File: config.mk
export PLATFORM = sky130hd
export DESIGN_NAME = kbt_front
export DESIGN_NICKNAME = d
export VERILOG_FILES = /design/src/rtl/kbt_pkg.sv /design/src/rtl/kbt_fifo.sv /design/src/rtl/kbt_front.sv
export SDC_FILE = /design/constraint.sdc
export NUM_CORES = 1
export LEC_CHECK = 0
export ABC_AREA = 1
export BUFFER_PORTS_ARGS = -buffer_cell sky130_fd_sc_hd__buf_2
export CAP_MARGIN = 0
export CORE_MARGIN = 4
export CORE_UTILIZATION = 54
export DETAILED_ROUTE_END_ITERATION = 8
export PLACE_DENSITY = 0.74
export SKIP_LAST_GASP = 1
export SYNTH_ARGS = -nofsm -noshare
export SYNTH_HDL_FRONTEND = slang
export SYNTH_SLANG_ARGS = --single-unit
File: constraint.sdc
create_clock -name clk -period 2 [get_ports clk]
set_input_delay 0.3 -clock clk [delete_from_list [all_inputs] [get_ports clk]]
set_output_delay 0.3 -clock clk [all_outputs]
set_load 0.02 [all_outputs]
File: src/rtl/kbt_pkg.sv
// kbt_pkg: shared types and constants of the k-mer binary trie unit
// used by kbt_front, kbt_back and the top level, depends on nothing

package kbt_pkg;

  // longest k-mer the trie walks
  localparam int MAX_KMER = 32;

  // reset value of the k-mer length register
  localparam logic [5:0] KMER_RESET = 6'd8;

  // ascii codes of the valid bases
  localparam logic [7:0] CHAR_A = 8'h41;
  localparam logic [7:0] CHAR_C = 8'h43;
  localparam logic [7:0] CHAR_G = 8'h47;
  localparam logic [7:0] CHAR_T = 8'h54;

  // two-bit base codes
  localparam logic [1:0] CODE_A = 2'd0;
  localparam logic [1:0] CODE_C = 2'd1;
  localparam logic [1:0] CODE_G = 2'd2;
  localparam logic [1:0] CODE_T = 2'd3;

  // result status codes
  typedef enum logic [1:0] {
    STAT_OK   = 2'd0,
    STAT_BAD  = 2'd1,
    STAT_FULL = 2'd2
  } kbt_status_t;

  // one input character
  typedef struct packed {
    logic       mode;
    logic [7:0] base_char;
    logic       last;
  } kbt_in_t;

  // one result
  typedef struct packed {
    logic        found;
    logic [1:0]  status;
    logic [11:0] node_count;
  } kbt_out_t;

  // classified character as handed from front to back
  typedef struct packed {
    logic       mode;
    logic       valid;
    logic [1:0] code;
    logic       last;
  } kbt_cmd_t;

endpackage

File: src/rtl/kbt_fifo.sv
// kbt_fifo: small first-word-fall-through queue of flip-flops
// depends on nothing; DEPTH must be a power of two

module kbt_fifo #(
  parameter int W     = 8,
  parameter int DEPTH = 2
) (
  input  logic         clk,
  input  logic         rst_n,
  input  logic         push,
  input  logic [W-1:0] wr_data,
  output logic         full,
  input  logic         pop,
  output logic [W-1:0] rd_data,
  output logic         empty
);

  localparam int PW = $clog2(DEPTH);

  logic [W-1:0]  mem_r [DEPTH];
  logic [PW-1:0] wr_ptr_r;
  logic [PW-1:0] rd_ptr_r;
  logic [PW:0]   cnt_r;
  logic          do_push;
  logic          do_pop;

  assign full    = (cnt_r == (PW+1)'(DEPTH));
  assign empty   = (cnt_r == '0);
  assign do_push = push && !full;
  assign do_pop  = pop && !empty;
  assign rd_data = mem_r[rd_ptr_r];

  // pointers and fill count
  always_ff @(posedge clk) begin
    if (!rst_n) begin
      wr_ptr_r <= '0;
      rd_ptr_r <= '0;
      cnt_r    <= '0;
    end else begin
      if (do_push) wr_ptr_r <= wr_ptr_r + PW'(1);
      if (do_pop)  rd_ptr_r <= rd_ptr_r + PW'(1);
      if (do_push && !do_pop) cnt_r <= cnt_r + (PW+1)'(1);
      else if (do_pop && !do_push) cnt_r <= cnt_r - (PW+1)'(1);
    end
  end

  // storage
  always_ff @(posedge clk) begin
    if (do_push) mem_r[wr_ptr_r] <= wr_data;
  end

endmodule

File: src/rtl/kbt_front.sv
// kbt_front: accepts characters, decodes the base and queues them for the back end
// depends on kbt_pkg and kbt_fifo

module kbt_front
  import kbt_pkg::*;
(
  input  logic     clk,
  input  logic     rst_n,
  input  logic     in_push,
  output logic     in_full,
  input  kbt_in_t  in_data,
  input  logic     cmd_pop,
  output logic     cmd_empty,
  output kbt_cmd_t cmd
);

  localparam int CMD_W   = $bits(kbt_cmd_t);
  localparam int CMD_DEP = 4;

  kbt_cmd_t         cls;
  logic [CMD_W-1:0] q_data;

  // base decode
  always_comb begin
    cls.mode  = in_data.mode;
    cls.last  = in_data.last;
    cls.valid = 1'b1;
    case (in_data.base_char)
      CHAR_A:  cls.code = CODE_A;
      CHAR_C:  cls.code = CODE_C;
      CHAR_G:  cls.code = CODE_G;
      CHAR_T:  cls.code = CODE_T;
      default: begin
        cls.code  = CODE_A;
        cls.valid = 1'b0;
      end
    endcase
  end

  // character queue between front and back
  kbt_fifo #(
    .W     (CMD_W),
    .DEPTH (CMD_DEP)
  ) u_cmd_q (
    .clk     (clk),
    .rst_n   (rst_n),
    .push    (in_push),
    .wr_data (cls),
    .full    (in_full),
    .pop     (cmd_pop),
    .rd_data (q_data),
    .empty   (cmd_empty)
  );

  assign cmd = kbt_cmd_t'(q_data);

endmodule

* Yosys cells after proc, flatten, opt, wreduce, memory -nomap -nowiden
Memory sizes are Yosys's and may differ from the RTL's. A register that Yosys moved wholly into a read port is not among the register bits.
Cells that the tools add are included.
** Storage, ports and cells
- RAM bits :: 20
- Input bits :: 14
- Logic and storage cells :: 32
- Memories kept :: 1
- Output and inout port bits :: 7
- Flip-flop bits (word level) :: 7
** Memories
- u_cmd_q.mem_r :: words 4, width 5, read ports 1, clocked after Yosys merged registers in 1, write ports 1, RTL line kbt_fifo.sv:20 : logic [W-1:0] mem_r [DEPTH];
** Cells by class
- Reduce and logical (&&, ||, !) cells :: 11
- Add/subtract/negate cells :: 4
- Multiplexer cells :: 8
- Equality and inequality tests :: 5
** Operators with widths (count)
- $eq A8 B7 Y1 const B :: 4
- $mux W3 :: 2
- $pmux W2 S3 :: 1
- $add A2 B1 Y2 const B :: 2
- $logic_and A1 B1 Y1 :: 4
- $logic_not A1 Y1 :: 4
- $mux W2 :: 2
- $reduce_or A4 Y1 :: 1
- $add A3 B1 Y3 const B :: 1
- $eq A3 B3 Y1 const B :: 1
- $logic_not A3 Y1 :: 1
- $mux W1 :: 3
- $sub A3 B1 Y3 const B :: 1
- $reduce_bool A2 Y1 :: 1

* Longest topological paths before layout
- Depth in word-level cells :: 7
- Depth in mapped cells :: 13
- Depth with buffers taken out :: 13

* By module
A second synthesis with hierarchy kept.
** Second synthesis, totals
- Cell total of the unflattened synthesis :: 143
- Area, all modules :: 1357.6 µm²
** By module, submodules not included
- kbt_fifo :: instances 1, area an instance 1239.9 µm², cells each 117
- kbt_front :: instances 1, area an instance 117.6 µm², cells each 26

* Least setup slack after synthesis
No wires, ideal clock.
- Kind :: flip-flop to flip-flop
- Start point :: register u_cmd_q.cnt_r[0]
- End point :: register u_cmd_q.cnt_r[2]
- Period minus slack after synthesis :: 1.669 ns
- Path buffers :: 0
- Required time :: 1.890 ns
- Setup slack :: 0.331 ns
- Arrival :: 1.560 ns
- Cell stages (with the launch flop) :: 14
- Cells stage by stage :: dfxtp_1 > inv_2 > nand3_2 > nand2_1 > inv_1 > ha_1 > inv_1 > fa_1 > inv_1 > nand2_1 > nand3_1 > nand2_1 > inv_1 > nor2_1
** On the way
- Cells in the longest elaborated chain, start to end :: 6
- Elaborated cells between the ends (all ways) :: 15
- Classes of those cells :: add/sub: 2; eq/ne: 1; mux: 2; reduce/logical: 10
** RTL lines
- start, declared :: RTL line kbt_fifo.sv:23 : logic [PW:0] cnt_r;
- start signal, assigned :: RTL line kbt_fifo.sv:42 : if (do_push && !do_pop) cnt_r <= cnt_r + (PW+1)'(1);
- start signal, assigned :: RTL line kbt_fifo.sv:43 : else if (do_pop && !do_push) cnt_r <= cnt_r - (PW+1)'(1);
- $eq A3 B3 Y1 * :: RTL line kbt_fifo.sv:27 : assign full = (cnt_r == (PW+1)'(DEPTH));
- $logic_not A1 Y1 * :: RTL line kbt_fifo.sv:29 : assign do_push = push && !full;
- $logic_and A1 B1 Y1 * :: RTL line kbt_fifo.sv:29
- named net u_cmd_q.do_push :: RTL line kbt_fifo.sv:24 : logic do_push;
- $logic_not A1 Y1 :: RTL line kbt_fifo.sv:43
- $logic_and A1 B1 Y1 :: RTL line kbt_fifo.sv:43
- $reduce_bool A2 Y1 (no source line)
Mark *: on every way through the listed nets, which the timed path passes. The rest lies on a longest branch. The select of a mux whose other input is x is not followed.
A chain may end at the register's enable or synchronous reset.

* Worst setup path in the final report
- Start point :: register u_cmd_q.cnt_r[1]
- End point :: register u_cmd_q.cnt_r[1]
Same word-level chain as after synthesis.

==> key figures <==
Detailed routing
  – Vias per Instance: 5.23
  – DR DRC count: 0
  – Routed len/inst: 11.4 um
  – Routed wire length: 2200 um
  – Post-route ant nets: 0
  – DRT Pass-1 Iters: 4
  – Initial DRC Count: 24
  – Detailed-route via count: 1010

Timing
  – Unrepaired setup endpoints after global routing: no
  – Final hold violations: 0
  – F_max: around 550 MHz
  – Endpoints failing setup: 0
  – Clock skew: 9.41 ps
  – Pins Over Slew Limit: 0
  – Total negative slack: 0 ps
  – Minimum clock period: 1810 ps
  – Hold slack: 192 ps
  – Worst Tran Pin Value: between 500 and 600 ps
  – Tcrit/Tclk final: 0.904
  – Normalized max-slew margin: 0.657

Clock tree
  – Worst skew pair latency: roughly 330 ps
  – CTS tree: yes
  – H-Tree Depth: 2
  – CTS root buf: clkbuf_4
  – Clock-pin slew on the worst setup and hold paths: 90 ps
  – CTS Buf Count: 5
  – Clock sinks: 29
  – Clock Path Buffers: 2
  – Postcts setup bufs: 0
  – # hold bufs at CTS: 0

Synth
  – Netlist cell types: 18
  – Mapped Area: 0.00133 mm2
  – Area share of the largest cell type after synthesis: 0.452
  – Largest area contributor in the synthesized netlist: edfxtp_1
  – Yosys Warn Count: 0
  – Synth Net Count: 158
  – Sequential share of the synthesized area: 0.588
  – Top cells by area, synth: edfxtp_1 45%, dfxtp_1 14%, nor2_1 7.1%
  – FF+latch count, synth: 29
  – Synth Instances: 138
  – Average cell area after synthesis: 9.62 um2

Setup path
  – Critical-path cell list: inv_2 -> nand3_2 -> nand2_1 -> inv_1 -> ha_1 -> inv_1 -> fa_1 -> o21ai_0 -> a21oi_1
  – WP data arrival: 2030 ps
  – Worst R2R Setup Slack: approximately 190 ps
  – Startpoint Class: flip-flop
  – CP max stage cell: fa_1
  – Crit-path max FO: 6
  – Crit path largest cell delay: 400 ps
  – Crit Reg-Reg Endpoint: u_cmd_q.cnt_r[1]
  – CP required: 2220 ps
  – Most used cell, CP: inv_1
  – Critical path class: flip-flop to flip-flop
  – Reg2Reg Depth: 9
  – Kind of end point of the critical path: flip-flop
  – Worst r2r src: u_cmd_q.cnt_r[1]

Global route
  – All-Layer GR Usage: 0.154
  – Number of global-route vias before repair: 895
  – First-pass GRT wire length: 3680 um
  – Grt total ovfl: 0
  – Largest net degree at the start of global routing: 12
  – Initial antenna violation count: 0

Min path
  – Critical hold path startpoint: in_data[9]
  – Hold WC Path Type: primary input to flip-flop
  – Hold EP: u_cmd_q.mem_r[1][4]
  – Worst Hold Depth: 1

Layout
  – Final #Nets: 184
  – Sequential cell area: roughly 780 um2
  – Number of fill cells: approximately 180
  – Count of non-filler cells in the finished layout: about 190
  – Area Growth Syn to Fin: 14.2%
  – Area of the multi-input gates: 449 um2
  – # diodes: 0
  – Layout cells sized above 1: 0.206

Place
  – IO buf count: 20
  – GP Congestion: between 0.7 and 0.8
  – Placed instance count: 185
  – DP HPWL: between 1500 and 2000 um

Die
  – Starting Density: 0.583
  – IO Count: 21
  – DIE HEIGHT: 57.6 um
  – Core Footprint: 0.00228 mm2
  – DIE WIDTH: 57.6 um
  – Placement Rows: 17
  – Die Area: roughly 0.0033 mm2

Pwr
  – Worst ir drop on vdd: 0.729 mV
  – Lkg Pwr: 0.681 nW
  – Pwr dens: 1190 mW/mm2

Run status
  – Status: completed

Job
  – Max_cap viols: 0
-- worst max-delay path: cells and delay by family (launching register included) --
family / cells / cell delay [ps]
DFF: 1 / 340
AOI/OAI and AO/OA: 2 / 220
adders and majority gates: 2 / 590
buffers and inverters: 3 / 250
and+or+nand+nor: 2 / 300
-- cells by family (layout without fill, tap and decap cells) --
logic type,count (synthesis),count (layout),synth area share
AOI/OAI and AO/OA,23,23,0.0914
adders and majority gates,6,6,0.0622
buffers and inverters,25,52,0.0735
DFF,29,29,0.588
and+or+nand+nor,55,55,0.185
-- power breakdown --
part | switching [mW] | internal [mW] | total [mW]
sequential | 0.0796 | 0.743 | 0.822
clock | 0.190 | 0.165 | 0.355
combinational | 0.410 | 0.222 | 0.632
-- registers in the layout, indices dropped and copies added, names as in the netlist, named ones only --
register and flops:
u_cmd_q.rd_ptr_r 2, u_cmd_q.cnt_r 3, u_cmd_q.mem_r 20, u_cmd_q.wr_ptr_r 2
-- layout make-up --
cell class | instances | area share
clock buffers | 6 | 0.0338
clock inverters | 2 | 0.00578
inverters | 24 | 0.0594
multi-input cells | 84 | 0.296
flip-flops and latches | 29 | 0.516
well taps | 28 | 0.0231
repair buffers | 20 | 0.0660
-- what timing repair did --
action                     4_1_cts  5_1_grt
hold endpoints to repair         0        0
setup endpoints to repair        0        2
gates resized for setup          0        1
-- cells in the mapped netlist --
| master | instances |
|---|---|
| edfxtp_1 | 20 |
| nand3_1 | 5 |
| nor2_1 | 25 |
| nand4_1 | 3 |
| nand3b_1 | 1 |
| inv_2 | 4 |
| a21oi_1 | 6 |
| fa_1 | 1 |
| buf_4 | 1 |
| nand3_2 | 1 |
| dfxtp_1 | 9 |
| nand2_1 | 18 |
| inv_1 | 20 |
| o21ai_0 | 12 |
| o22ai_1 | 5 |
| nor3_1 | 1 |
| ha_1 | 5 |
| nand3_4 | 1 |
-- worst max path at each step --
stage | startpoint | end | slack (ps)
final | u_cmd_q.cnt_r[1] | u_cmd_q.cnt_r[1] | 190
after global routing | u_cmd_q.cnt_r[1] | u_cmd_q.cnt_r[1] | 10
after CTS | u_cmd_q.cnt_r[0] | u_cmd_q.cnt_r[2] | 150
after detailed placement | u_cmd_q.cnt_r[0] | u_cmd_q.cnt_r[2] | 170
after global placement | u_cmd_q.cnt_r[0] | u_cmd_q.cnt_r[2] | 260
after floorplan | u_cmd_q.cnt_r[0] | u_cmd_q.cnt_r[2] | 330
-- through the flow --
step	area, um2	setup WS (ps)	utilization	power [mW]
2_1_floorplan	1330	331	-	1.30
3_3_place_gp	1460	263	0.639	1.45
3_5_place_dp	1460	174	0.639	1.47
4_1_cts	1520	154	0.666	1.83
5_1_grt	1520	11.2	0.666	1.95
6_report	1520	193	0.666	1.81
-- layout by cell type, fill, tap and decap left out, drive strengths merged --
cell type	count
clkinv	2
o21ai	12
a21oi	6
nand3	7
edfxtp	20
clkbuf	6
nor3	1
o22ai	5
dfxtp	9
nand4	3
nand2	18
buf	20
ha	5
fa	1
nand3b	1
nor2	25
inv	24
-- metal layers --
| layer | wire (um) | vias to the layer above | GRT usage |
|---|---|---|---|
| met5 | 0 | - | 0 |
| met4 | 66 | 0 | 0.119 |
| met3 | 165 | 7 | 0.0407 |
| met2 | 1090 | 30 | 0.253 |
| met1 | 877 | 462 | 0.167 |
| li1 | - | 511 | - |
Note: power is estimated with default switching activity, not from simulation.
