<file path="config.mk">
export PLATFORM = sky130hd
export DESIGN_NAME = kbt_fifo
export DESIGN_NICKNAME = d
export VERILOG_FILES = /design/src/rtl/kbt_fifo.sv
export SDC_FILE = /design/constraint.sdc
export NUM_CORES = 1
export LEC_CHECK = 0
export BUFFER_PORTS_ARGS = -buffer_cell sky130_fd_sc_hd__clkbuf_2
export CORE_MARGIN = 2
export CORE_UTILIZATION = 36
export CTS_CLUSTER_SIZE = 24
export DETAILED_ROUTE_END_ITERATION = 12
export PLACE_DENSITY = 0.57
export SYNTH_ARGS = -nofsm -noshare
export SYNTH_HDL_FRONTEND = slang
export SYNTH_SLANG_ARGS = --single-unit
export TNS_END_PERCENT = 10
</file>
<file path="constraint.sdc">
create_clock -name clk -period 1.8 [get_ports clk]
set_input_delay 0.27 -clock clk [delete_from_list [all_inputs] [get_ports clk]]
set_output_delay 0.27 -clock clk [all_outputs]
set_load 0.01 [all_outputs]
</file>
<file path="src/rtl/kbt_fifo.sv">
// kbt_fifo: small first-word-fall-through queue of flip-flops
// depends on nothing; DEPTH must be a power of two

module kbt_fifo #(
  parameter int W     = 8,
  parameter int DEPTH = 2
) (
  input  logic         clk,
  input  logic         rst_n,
  input  logic         push,
  input  logic [W-1:0] wr_data,
  output logic         full,
  input  logic         pop,
  output logic [W-1:0] rd_data,
  output logic         empty
);

  localparam int PW = $clog2(DEPTH);

  logic [W-1:0]  mem_r [DEPTH];
  logic [PW-1:0] wr_ptr_r;
  logic [PW-1:0] rd_ptr_r;
  logic [PW:0]   cnt_r;
  logic          do_push;
  logic          do_pop;

  assign full    = (cnt_r == (PW+1)'(DEPTH));
  assign empty   = (cnt_r == '0);
  assign do_push = push && !full;
  assign do_pop  = pop && !empty;
  assign rd_data = mem_r[rd_ptr_r];

  // pointers and fill count
  always_ff @(posedge clk) begin
    if (!rst_n) begin
      wr_ptr_r <= '0;
      rd_ptr_r <= '0;
      cnt_r    <= '0;
    end else begin
      if (do_push) wr_ptr_r <= wr_ptr_r + PW'(1);
      if (do_pop)  rd_ptr_r <= rd_ptr_r + PW'(1);
      if (do_push && !do_pop) cnt_r <= cnt_r + (PW+1)'(1);
      else if (do_pop && !do_push) cnt_r <= cnt_r - (PW+1)'(1);
    end
  end

  // storage
  always_ff @(posedge clk) begin
    if (do_push) mem_r[wr_ptr_r] <= wr_data;
  end

endmodule

</file>
-- After elaboration in Yosys (flattened, before gate mapping)
Memories as Yosys holds them, arrays and structs flattened. A register that Yosys moved wholly into a read port is not among the register bits.
Index checks and enable logic that the tools add are counted.
- equality and inequality tests: 1
- reductions and logical operators: 10
- mux-type cells: 6
- add/subtract/negate cells: 4
- operators by type and width (cell ; count):
    $logic_and A1 B1 Y1 ; 4
    $logic_not A1 Y1 ; 4
    $mux W1 ; 4
    $mux W2 ; 2
    $add A1 B1 Y1 const B ; 2
    $add A2 B1 Y2 const B ; 1
    $eq A2 B2 Y1 const B ; 1
    $logic_not A2 Y1 ; 1
    $reduce_bool A2 Y1 ; 1
    $sub A2 B1 Y2 const B ; 1
- logic and storage cells: 25
- memories: 1
- register bits: 4
- output and inout bits: 10
- input port bits: 12
- RAM bits: 16
- memory list (name ; words ; bits a word ; read ports ; clocked after Yosys merged registers in ; wr ports ; RTL line ; source):
    mem_r ; 2 ; 8 ; 1 ; 1 ; 1 ; 20 ; logic [W-1:0] mem_r [DEPTH];

-- Longest topological paths before layout
Gate-level depths: netlist of run 1.
- word-level depth: 7
- mapped depth: 7
- depth with buffers taken out: 7

-- Worst setup path after synthesis of run 1
OpenSTA, ideal clock, no wires.
- path type: reg-to-reg
- start point: register cnt_r[0]
- end point: register cnt_r[1]
- buffers on the path: 0
- clock period less this slack: 1.547 ns
- library setup time: 0.070 ns
- setup slack: 0.253 ns
- data required time: 1.730 ns
- arrival time: 1.477 ns
- cell stages (with the launch flop): 7
- path through: dfxtp_1 -> nand2b_1 -> inv_1 -> nor2_1 -> ha_1 -> or3_1 -> a21oi_1
- longest elaborated chain between the ends: 6
- elaborated cells between the ends (all ways): 15
- those cells by class: add/sub: 2; eq/ne: 1; mux: 2; reduce/logical: 10
- ends and longest elaborated chain (element ; RTL line ; source):
    from (decl) ; 23 ; logic [PW:0] cnt_r;
    from (signal assigned) ; 42 ; if (do_push && !do_pop) cnt_r <= cnt_r + (PW+1)'(1);
    from (signal assigned) ; 43 ; else if (do_pop && !do_push) cnt_r <= cnt_r - (PW+1)'(1);
    $eq A2 B2 Y1 (*) ; 27 ; assign full = (cnt_r == (PW+1)'(DEPTH));
    via full ; 12 ; output logic full,
    $logic_not A1 Y1 (*) ; 29 ; assign do_push = push && !full;
    $logic_and A1 B1 Y1 (*) ; 29 ;
    via do_push ; 24 ; logic do_push;
    $logic_not A1 Y1 ; 43 ;
    $logic_and A1 B1 Y1 ; 43 ;
    $reduce_bool A2 Y1 (no line) ; n/a ;
Mark *: on every way through the listed nets, which the timed path passes. The rest lies on a longest branch. The select of a mux whose other input is x is not followed.
A chain may end at the register's enable or synchronous reset.

==> flow_metrics.tcl, run 1 <==
set metrics [dict create \
    clk_pin_slew_ps 110 \
    crit_buf_inv 1 \
    skew_ps 1.16 \
    layout_commonest_cell "clkbuf_2" \
    drt_wl_total_um 1150 \
    crit_chain "mux2_2 -> clkbuf_2" \
    cts_buffers 3 \
    ys_warn_count 0 \
    grt_use_total 0.100 \
    cp_data_arrival_time_ps 1360 \
    rsz0062_at_grt "no" \
    tns_ps 0 \
    nets 90 \
    syn-num-nets 64 \
    outcome "finished, final reports clean" \
    synth_compound_area_frac 0.0374 \
    die_h_um 51.2 \
    die_area_um2 2630 \
    synth_mux_area_frac 0.112 \
    leakage_nw 0.400 \
    grt_pass1_vias 440 \
    syn_inst 51 \
    gp_congestion 0.632 \
    grt_overflow_total 0 \
    cp_slowest_cell "dfxtp_1" \
    postRouteAntennaNets 0 \
    synth-edff-count 16 \
    tritoncts "yes" \
    worstSkewPairLatency_ps 290 \
    synth_cell_types 16 \
    netlist_area_um2 803 \
    drc_errors 0 \
    fp-row-count 17 \
    antenna_cells 0 \
    synth_area_leaders "edfxtp_1, dfxtp_1, mux2_2" \
    clockBufferDepth 2 \
    holdBufCountCts 0 \
    antenna_found_initial 0 \
    synth_top_area_cell "edfxtp_1" \
    cp.required_ps 1530 \
    synth_fa_ha_area_frac 0.0156 \
    firstDrtPassIters 3 \
    final_cell_mix "clkbuf_2, edfxtp_1, mux2_2" \
    synth_xor_area_frac 0.0327 \
    syn_area_per_cell_um2 15.8 \
    port_buffers 21 \
    start_util 0.370 \
    synth-simple-area-share 0.0592 \
    post-cts-setup-buffers 0 \
    grt_pass1_wl_um 1860 \
    drive_above_1_share 0.461 \
    peakVddDrop_v 0.000682 \
    wl_per_cell_um 11.0 \
    grt_max_degree 13 \
    cts_sinks 21 \
    cts_root_buf "clkbuf_4" \
    final_hold_viol_count 0 \
    fin_crit_sh 0.908 \
    worst_pin_slew_ps 383 \
    slowest_delay_ps 560 \
    critPathKind "reg2out" \
    slew_headroom 0.745 \
    drt_iter0_markers 4 \
    hold_path_class "in2reg" \
    ys_ff_latch 21 \
    ys.flop_type "edfxtp_1" \
    synth_top_area_frac 0.598 \
    max_cap_violations 0 \
    dp.cells 100 \
    fp.dieW_um 51.2 \
    cp-end-kind "output port" \
    synthArstFlopShare 0 \
    crit_path_max_fanout 8 \
    drv_slew 0 \
    start_kind "register" \
    synth_top_family_by_area "multiplexers" \
    io_pins 22 \
    htreeDepth 1 \
    timing.fmax_mhz 612 \
    period_minus_slack_ps 1630 \
    dp_hpwl_um 860 \
    yosysSeqAreaShare 0.723 \
    instances_no_fill 104 \
    power_density_nw_per_um2 1320 \
    core_um2 2170 \
    setup-violations-final 0 \
    via_per_inst 4.42 \
    syn2layout_area_growth_pct 21.2 \
    cts_resized 0 \
    cp_top_family "flip-flops" \
    vias 460 \
]
## sequential cells by signal, summed over array words and instances, names as in the netlist, named ones only
signal    flops
mem_r        16
cnt_r         2
rd_ptr_r      1
wr_ptr_r      1
## cell type report
class / instances / area [µm²]
fillers: 203 / 1200
flip-flops and latches: 21 / 581
multi-input cells: 26 / 206
repair buffers: 22 / 113
well taps: 28 / 35.0
clock buffers: 3 / 22.5
inverters: 3 / 11.3
clock inverters: 1 / 5.00
## synth_stat cells (2+ instances only)
| master | count |
|---|---|
| mux2_2 | 8 |
| edfxtp_1 | 16 |
| dfxtp_1 | 5 |
| nor2_1 | 5 |
| inv_1 | 3 |
| o21ai_0 | 2 |
| xor2_1 | 3 |
## layer usage
metal  up-vias  routed length, µm  track usage
met3         0                 81       0.0322
met4         0                  0       0.0395
met5         -                  0            0
met1       210                510        0.118
li1        236                  -            -
met2        14                555        0.169
## where the power goes
group | leakage [nW] | total [mW] | switching, mW | internal, mW
combinational | 0.192 | 0.390 | 0.193 | 0.197
clock | 0.0177 | 0.213 | 0.130 | 0.0825
sequential | 0.191 | 0.681 | 0.0629 | 0.618
total | 0.400 | 1.28 | 0.386 | 0.897
## worst paths after layout
kind / start / end / slack (ps) / cells past startpoint
setup / recovery: register / rd_data[0] / 170 / 2
hold / removal: wr_data[6] / mem_r[1][6] / 160 / 1
setup reg to reg: cnt_r[0] / cnt_r[1] / 210 / 6
hold reg to reg: rd_ptr_r / register / 520 / 2
## kinds of logic (layout without fill, tap and decap cells)
family	count (synthesis)	count (layout)
compound gates	5	5
mux	8	8
xor+xnor	3	3
buf+inv	4	29
flops	21	21
fa+ha+maj	1	1
simple gates	9	9
## through the flow
step / total power, mW / worst slack (ps) / area (µm²) / util / hold slack [ps]
2_1_floorplan: 0.950 / 253 / 803 / - / 369
3_3_place_gp: 1.08 / 269 / 946 / 0.436 / 459
3_5_place_dp: 1.09 / 213 / 946 / 0.436 / 463
4_1_cts: 1.31 / 117 / 973 / 0.449 / 147
5_1_grt: 1.39 / 36.5 / 973 / 0.449 / 131
6_report: 1.28 / 165 / 973 / 0.449 / 162
## worst register-to-register path, stage by stage (launching register included)
cell and delay (ps):
dfxtp_1 360, nand2b_1 180, inv_1 110, nor2_1 60, ha_1 320, or3_1 370
a21oi_1 130
Note: power is estimated with default switching activity, not from simulation.
==> run 2: changes to the inputs <==
--- a/config.mk
+++ b/config.mk
@@ -10,7 +10,7 @@
 export CORE_UTILIZATION = 36
 export CTS_CLUSTER_SIZE = 24
 export DETAILED_ROUTE_END_ITERATION = 12
-export PLACE_DENSITY = 0.57
+export PLACE_DENSITY = 0.58
 export SYNTH_ARGS = -nofsm -noshare
 export SYNTH_HDL_FRONTEND = slang
 export SYNTH_SLANG_ARGS = --single-unit
==> flow_metrics.tcl, run 2 (same netlist as run 1, synthesis figures left out) <==
set metrics [dict create \
    outcome "finished, final reports clean" \
    holdBufCountCts 0 \
    period_minus_slack_ps 1620 \
    final_util 0.448 \
    max_cap_violations 0 \
    post-cts-setup-buffers 0 \
    drt_iter0_markers 3 \
    fp-row-count 17 \
    cp_top_family "flip-flops" \
    cts_buffers 3 \
    cp-end-kind "output port" \
    wl_per_cell_um 11.2 \
    dpl_worst_slack_ps 207 \
    top_regs "mem_r: 16 flops, cnt_r: 2 flops" \
    p_seq_frac 0.530 \
    vias 466 \
    setup-violations-final 0 \
    grt_pass1_wl_um 2050 \
    via_per_inst 4.48 \
    swShare 0.298 \
    grt_use_total 0.109 \
    slew_headroom 0.747 \
    final_hold_viol_count 0 \
    tns_ps 0 \
    holdWs_ps 166 \
    cp_data_arrival_time_ps 1350 \
    fin_ws_ps 178 \
    power_density_nw_per_um2 1320 \
    port_buffers 21 \
    drc_errors 0 \
    worst_pin_slew_ps 379 \
    postRouteAntennaNets 0 \
    largest_register_ffs 16 \
    peakVddDrop_v 0.000609 \
    clk_pin_slew_ps 100 \
    grt_pass1_vias 486 \
    hold_path_class "in2reg" \
    timing.fmax_mhz 617 \
    antenna_found_initial 0 \
    cts_sinks 21 \
    placed_cell_area_um2 946 \
    syn2layout_area_growth_pct 21.0 \
    final_cell_mix "clkbuf_2, edfxtp_1, mux2_2" \
    fin_crit_sh 0.901 \
    drv_slew 0 \
    clkPwrFrac 0.163 \
    die_h_um 51.2 \
    grt_overflow_total 0 \
    cp_slowest_cell "dfxtp_1" \
    slowest_delay_ps 550 \
    fp.dieW_um 51.2 \
    fin_area_um2 972 \
    crit_path_max_fanout 8 \
    antenna_cells 0 \
    dp_hpwl_um 863 \
    htreeDepth 1 \
    largest_register "mem_r" \
    crit_chain "mux2_2 -> clkbuf_2" \
    tritoncts "yes" \
    core_um2 2170 \
    grt_max_degree 12 \
    leakage_nw 0.397 \
    switching_power_mw 0.382 \
    die_area_um2 2630 \
    nFillCells 214 \
    skew_ps 1.85 \
    gp_congestion 0.673 \
    cts_root_buf "clkbuf_4" \
    crit_buf_inv 1 \
    layout_commonest_cell "clkbuf_2" \
    start_kind "register" \
    drive_above_1_share 0.447 \
    io_pins 22 \
    p_int_mw 0.901 \
    critPathKind "reg2out" \
    start_util 0.370 \
    worstSkewPairLatency_ps 290 \
    cts_resized 0 \
    cp.required_ps 1530 \
    nets 90 \
    rsz0062_at_grt "no" \
    drt_wl_total_um 1160 \
    firstDrtPassIters 2 \
    clockBufferDepth 2 \
    combPwrFrac 0.307 \
]
[run 2: cell count changes in the layout (fill, tap and decap cells not counted), sizes merged]
cell	before	now
clkbuf	24	25
clkinv	1	0
[run 2: power by group through the flow]
stage	logic [mW]	clock network, mW	registers, mW
6_report	0.394	0.209	0.681
5_1_grt	0.438	0.240	0.692
4_1_cts	0.401	0.222	0.682
3_5_place_dp	0.397	0	0.694
3_3_place_gp	0.390	0	0.692
2_1_floorplan	0.290	0	0.660
[run 2: area by class of cell]
class                      count  area [µm²]  share of cell area
clock buffer                   4        26.3              0.0270
tap                           28        35.0              0.0360
multi-input combinational     26         206               0.212
sequential                    21         581               0.597
inverter                       3        11.3              0.0116
timing repair buffer          22         113               0.116
[run 2: path summary, 6_finish.rpt]
path	endpoint	start	slack, ps	cells past startpoint
hold reg to reg	register	rd_ptr_r	520	2
setup / recovery	rd_data[3]	register	180	2
setup reg to reg	cnt_r[1]	cnt_r[0]	200	6
hold / removal	mem_r[0][1]	wr_data[1]	170	1
[run 2: per-layer routing]
layer | up-vias | track usage | part of all wire
li1 | 231 | - | -
met1 | 219 | 0.125 | 0.46
met2 | 14 | 0.177 | 0.48
met3 | 2 | 0.0263 | 0.048
met4 | 0 | 0.0789 | 0.0077
met5 | - | 0 | 0
[run 2: worst register-to-register path, stage by stage, from the launching register on]
cell,delay (ps)
dfxtp_1,370
nand2b_1,180
inv_1,110
nor2_1,50
ha_1,320
or3_1,380
a21oi_1,140
[run 2: stage by stage]
step / power [mW] / std cells
floorplan: 0.950 / 51
detailed placement: 1.09 / 100
finish: 1.28 / 104
global placement: 1.08 / 100
CTS: 1.31 / 104
global route: 1.37 / 104
==> run 3: changes to the inputs <==
--- a/config.mk
+++ b/config.mk
@@ -8,6 +8,7 @@
 export BUFFER_PORTS_ARGS = -buffer_cell sky130_fd_sc_hd__clkbuf_2
 export CORE_MARGIN = 2
 export CORE_UTILIZATION = 36
+export CTS_BUF_LIST = sky130_fd_sc_hd__clkbuf_16
 export CTS_CLUSTER_SIZE = 24
 export DETAILED_ROUTE_END_ITERATION = 12
 export PLACE_DENSITY = 0.58
==> flow_metrics.tcl, run 3 (same netlist as run 1, synthesis figures left out) <==
set metrics [dict create \
    outcome "finished, final reports clean" \
    htreeDepth 1 \
    largest_register "mem_r" \
    grt_pass1_vias 483 \
    crit_path_max_fanout 5 \
    largest_register_ffs 16 \
    final_hold_viol_count 0 \
    clockBufferDepth 2 \
    antenna_cells 0 \
    final_util 0.472 \
    start_kind "register" \
    wl_per_cell_um 11.2 \
    vias 469 \
    cts_resized 0 \
    gp_congestion 0.673 \
    die_area_um2 2630 \
    cp-end-kind "register" \
    syn2layout_area_growth_pct 27.6 \
    dpl_worst_slack_ps 207 \
    grt_max_degree 12 \
    drv_slew 0 \
    nets 90 \
    drt_wl_total_um 1160 \
    final_cell_mix "clkbuf_2, edfxtp_1, mux2_2" \
    fp.dieW_um 51.2 \
    grt_overflow_total 0 \
    hold_path_class "in2reg" \
    critPathKind "reg2reg" \
    die_h_um 51.2 \
    tritoncts "yes" \
    port_buffers 21 \
    slew_headroom 0.744 \
    worstSkewPairLatency_ps 250 \
    fin_area_um2 1020 \
    timing.fmax_mhz 629 \
    multi_input_area_um2 206 \
    top_regs "mem_r: 16 flops, cnt_r: 2 flops" \
    period_minus_slack_ps 1590 \
    tns_ps 0 \
    drc_errors 0 \
    core_um2 2170 \
    holdWs_ps 210 \
    skew_ps 2.72 \
    setup-violations-final 0 \
    layout_commonest_cell "clkbuf_2" \
    worst_pin_slew_ps 384 \
    io_pins 22 \
    grt_use_total 0.106 \
    drt_iter0_markers 3 \
    seq_area_um2 581 \
    leakage_nw 0.425 \
    post-cts-setup-buffers 0 \
    nFillCells 209 \
    via_per_inst 4.51 \
    placed_cell_area_um2 946 \
    drive_above_1_share 0.447 \
    cts_buffers 3 \
    max_cap_violations 0 \
    cts_root_buf "clkbuf_16" \
    peakVddDrop_v 0.000662 \
    start_util 0.370 \
    holdBufCountCts 0 \
    cts_sinks 21 \
    grt_pass1_wl_um 2010 \
    postRouteAntennaNets 0 \
    fin_crit_sh 0.883 \
    fp-row-count 17 \
    rsz0062_at_grt "no" \
    antenna_found_initial 0 \
    fin_ws_ps 211 \
    firstDrtPassIters 2 \
    cp.required_ps 1980 \
    dp_hpwl_um 863 \
    cp_data_arrival_time_ps 1770 \
    clk_pin_slew_ps 50 \
    power_density_nw_per_um2 1480 \
]
## run 3: layout make-up
class                      instances  share of cell area
sequential                        21               0.567
multi-input combinational         26               0.201
timing repair buffer              22               0.110
clock buffer                       3              0.0733
tap                               28              0.0342
inverter                           3              0.0110
clock inverter                     1             0.00366
## run 3: metal layers
layer,share of wire,up-vias,global-route usage
met5,0,-,0
met4,0,0,0.0658
met3,0.061,0,0.0322
met2,0.48,14,0.171
met1,0.46,222,0.124
li1,-,233,-
## run 3: worst paths after layout
check             start           to  slack, ps  depth (start not counted)
max reg2reg    cnt_r[0]     cnt_r[1]        210                          6
max            cnt_r[0]     cnt_r[1]        210                          6
min          wr_data[7]  mem_r[1][7]        210                          1
min reg2reg    rd_ptr_r     register        500                          2
## run 3: through the flow
stage	instances	total power, mW
finish	104	1.52
global route	104	1.60
CTS	104	1.54
detailed placement	100	1.09
global placement	100	1.08
floorplan	51	0.950
## run 3: critical path: stages, from the launching register on
cell and delay [ps]:
dfxtp_1 350, nand2b_1 180, inv_1 110, nor2_1 50, ha_1 320, or3_1 380
a21oi_1 140
## run 3: where the power goes
| group | internal (mW) | switching (mW) |
|---|---|---|
| Clock | 0.295 | 0.147 |
| Sequential | 0.620 | 0.0622 |
| Combinational | 0.197 | 0.197 |
| Total | 1.11 | 0.406 |
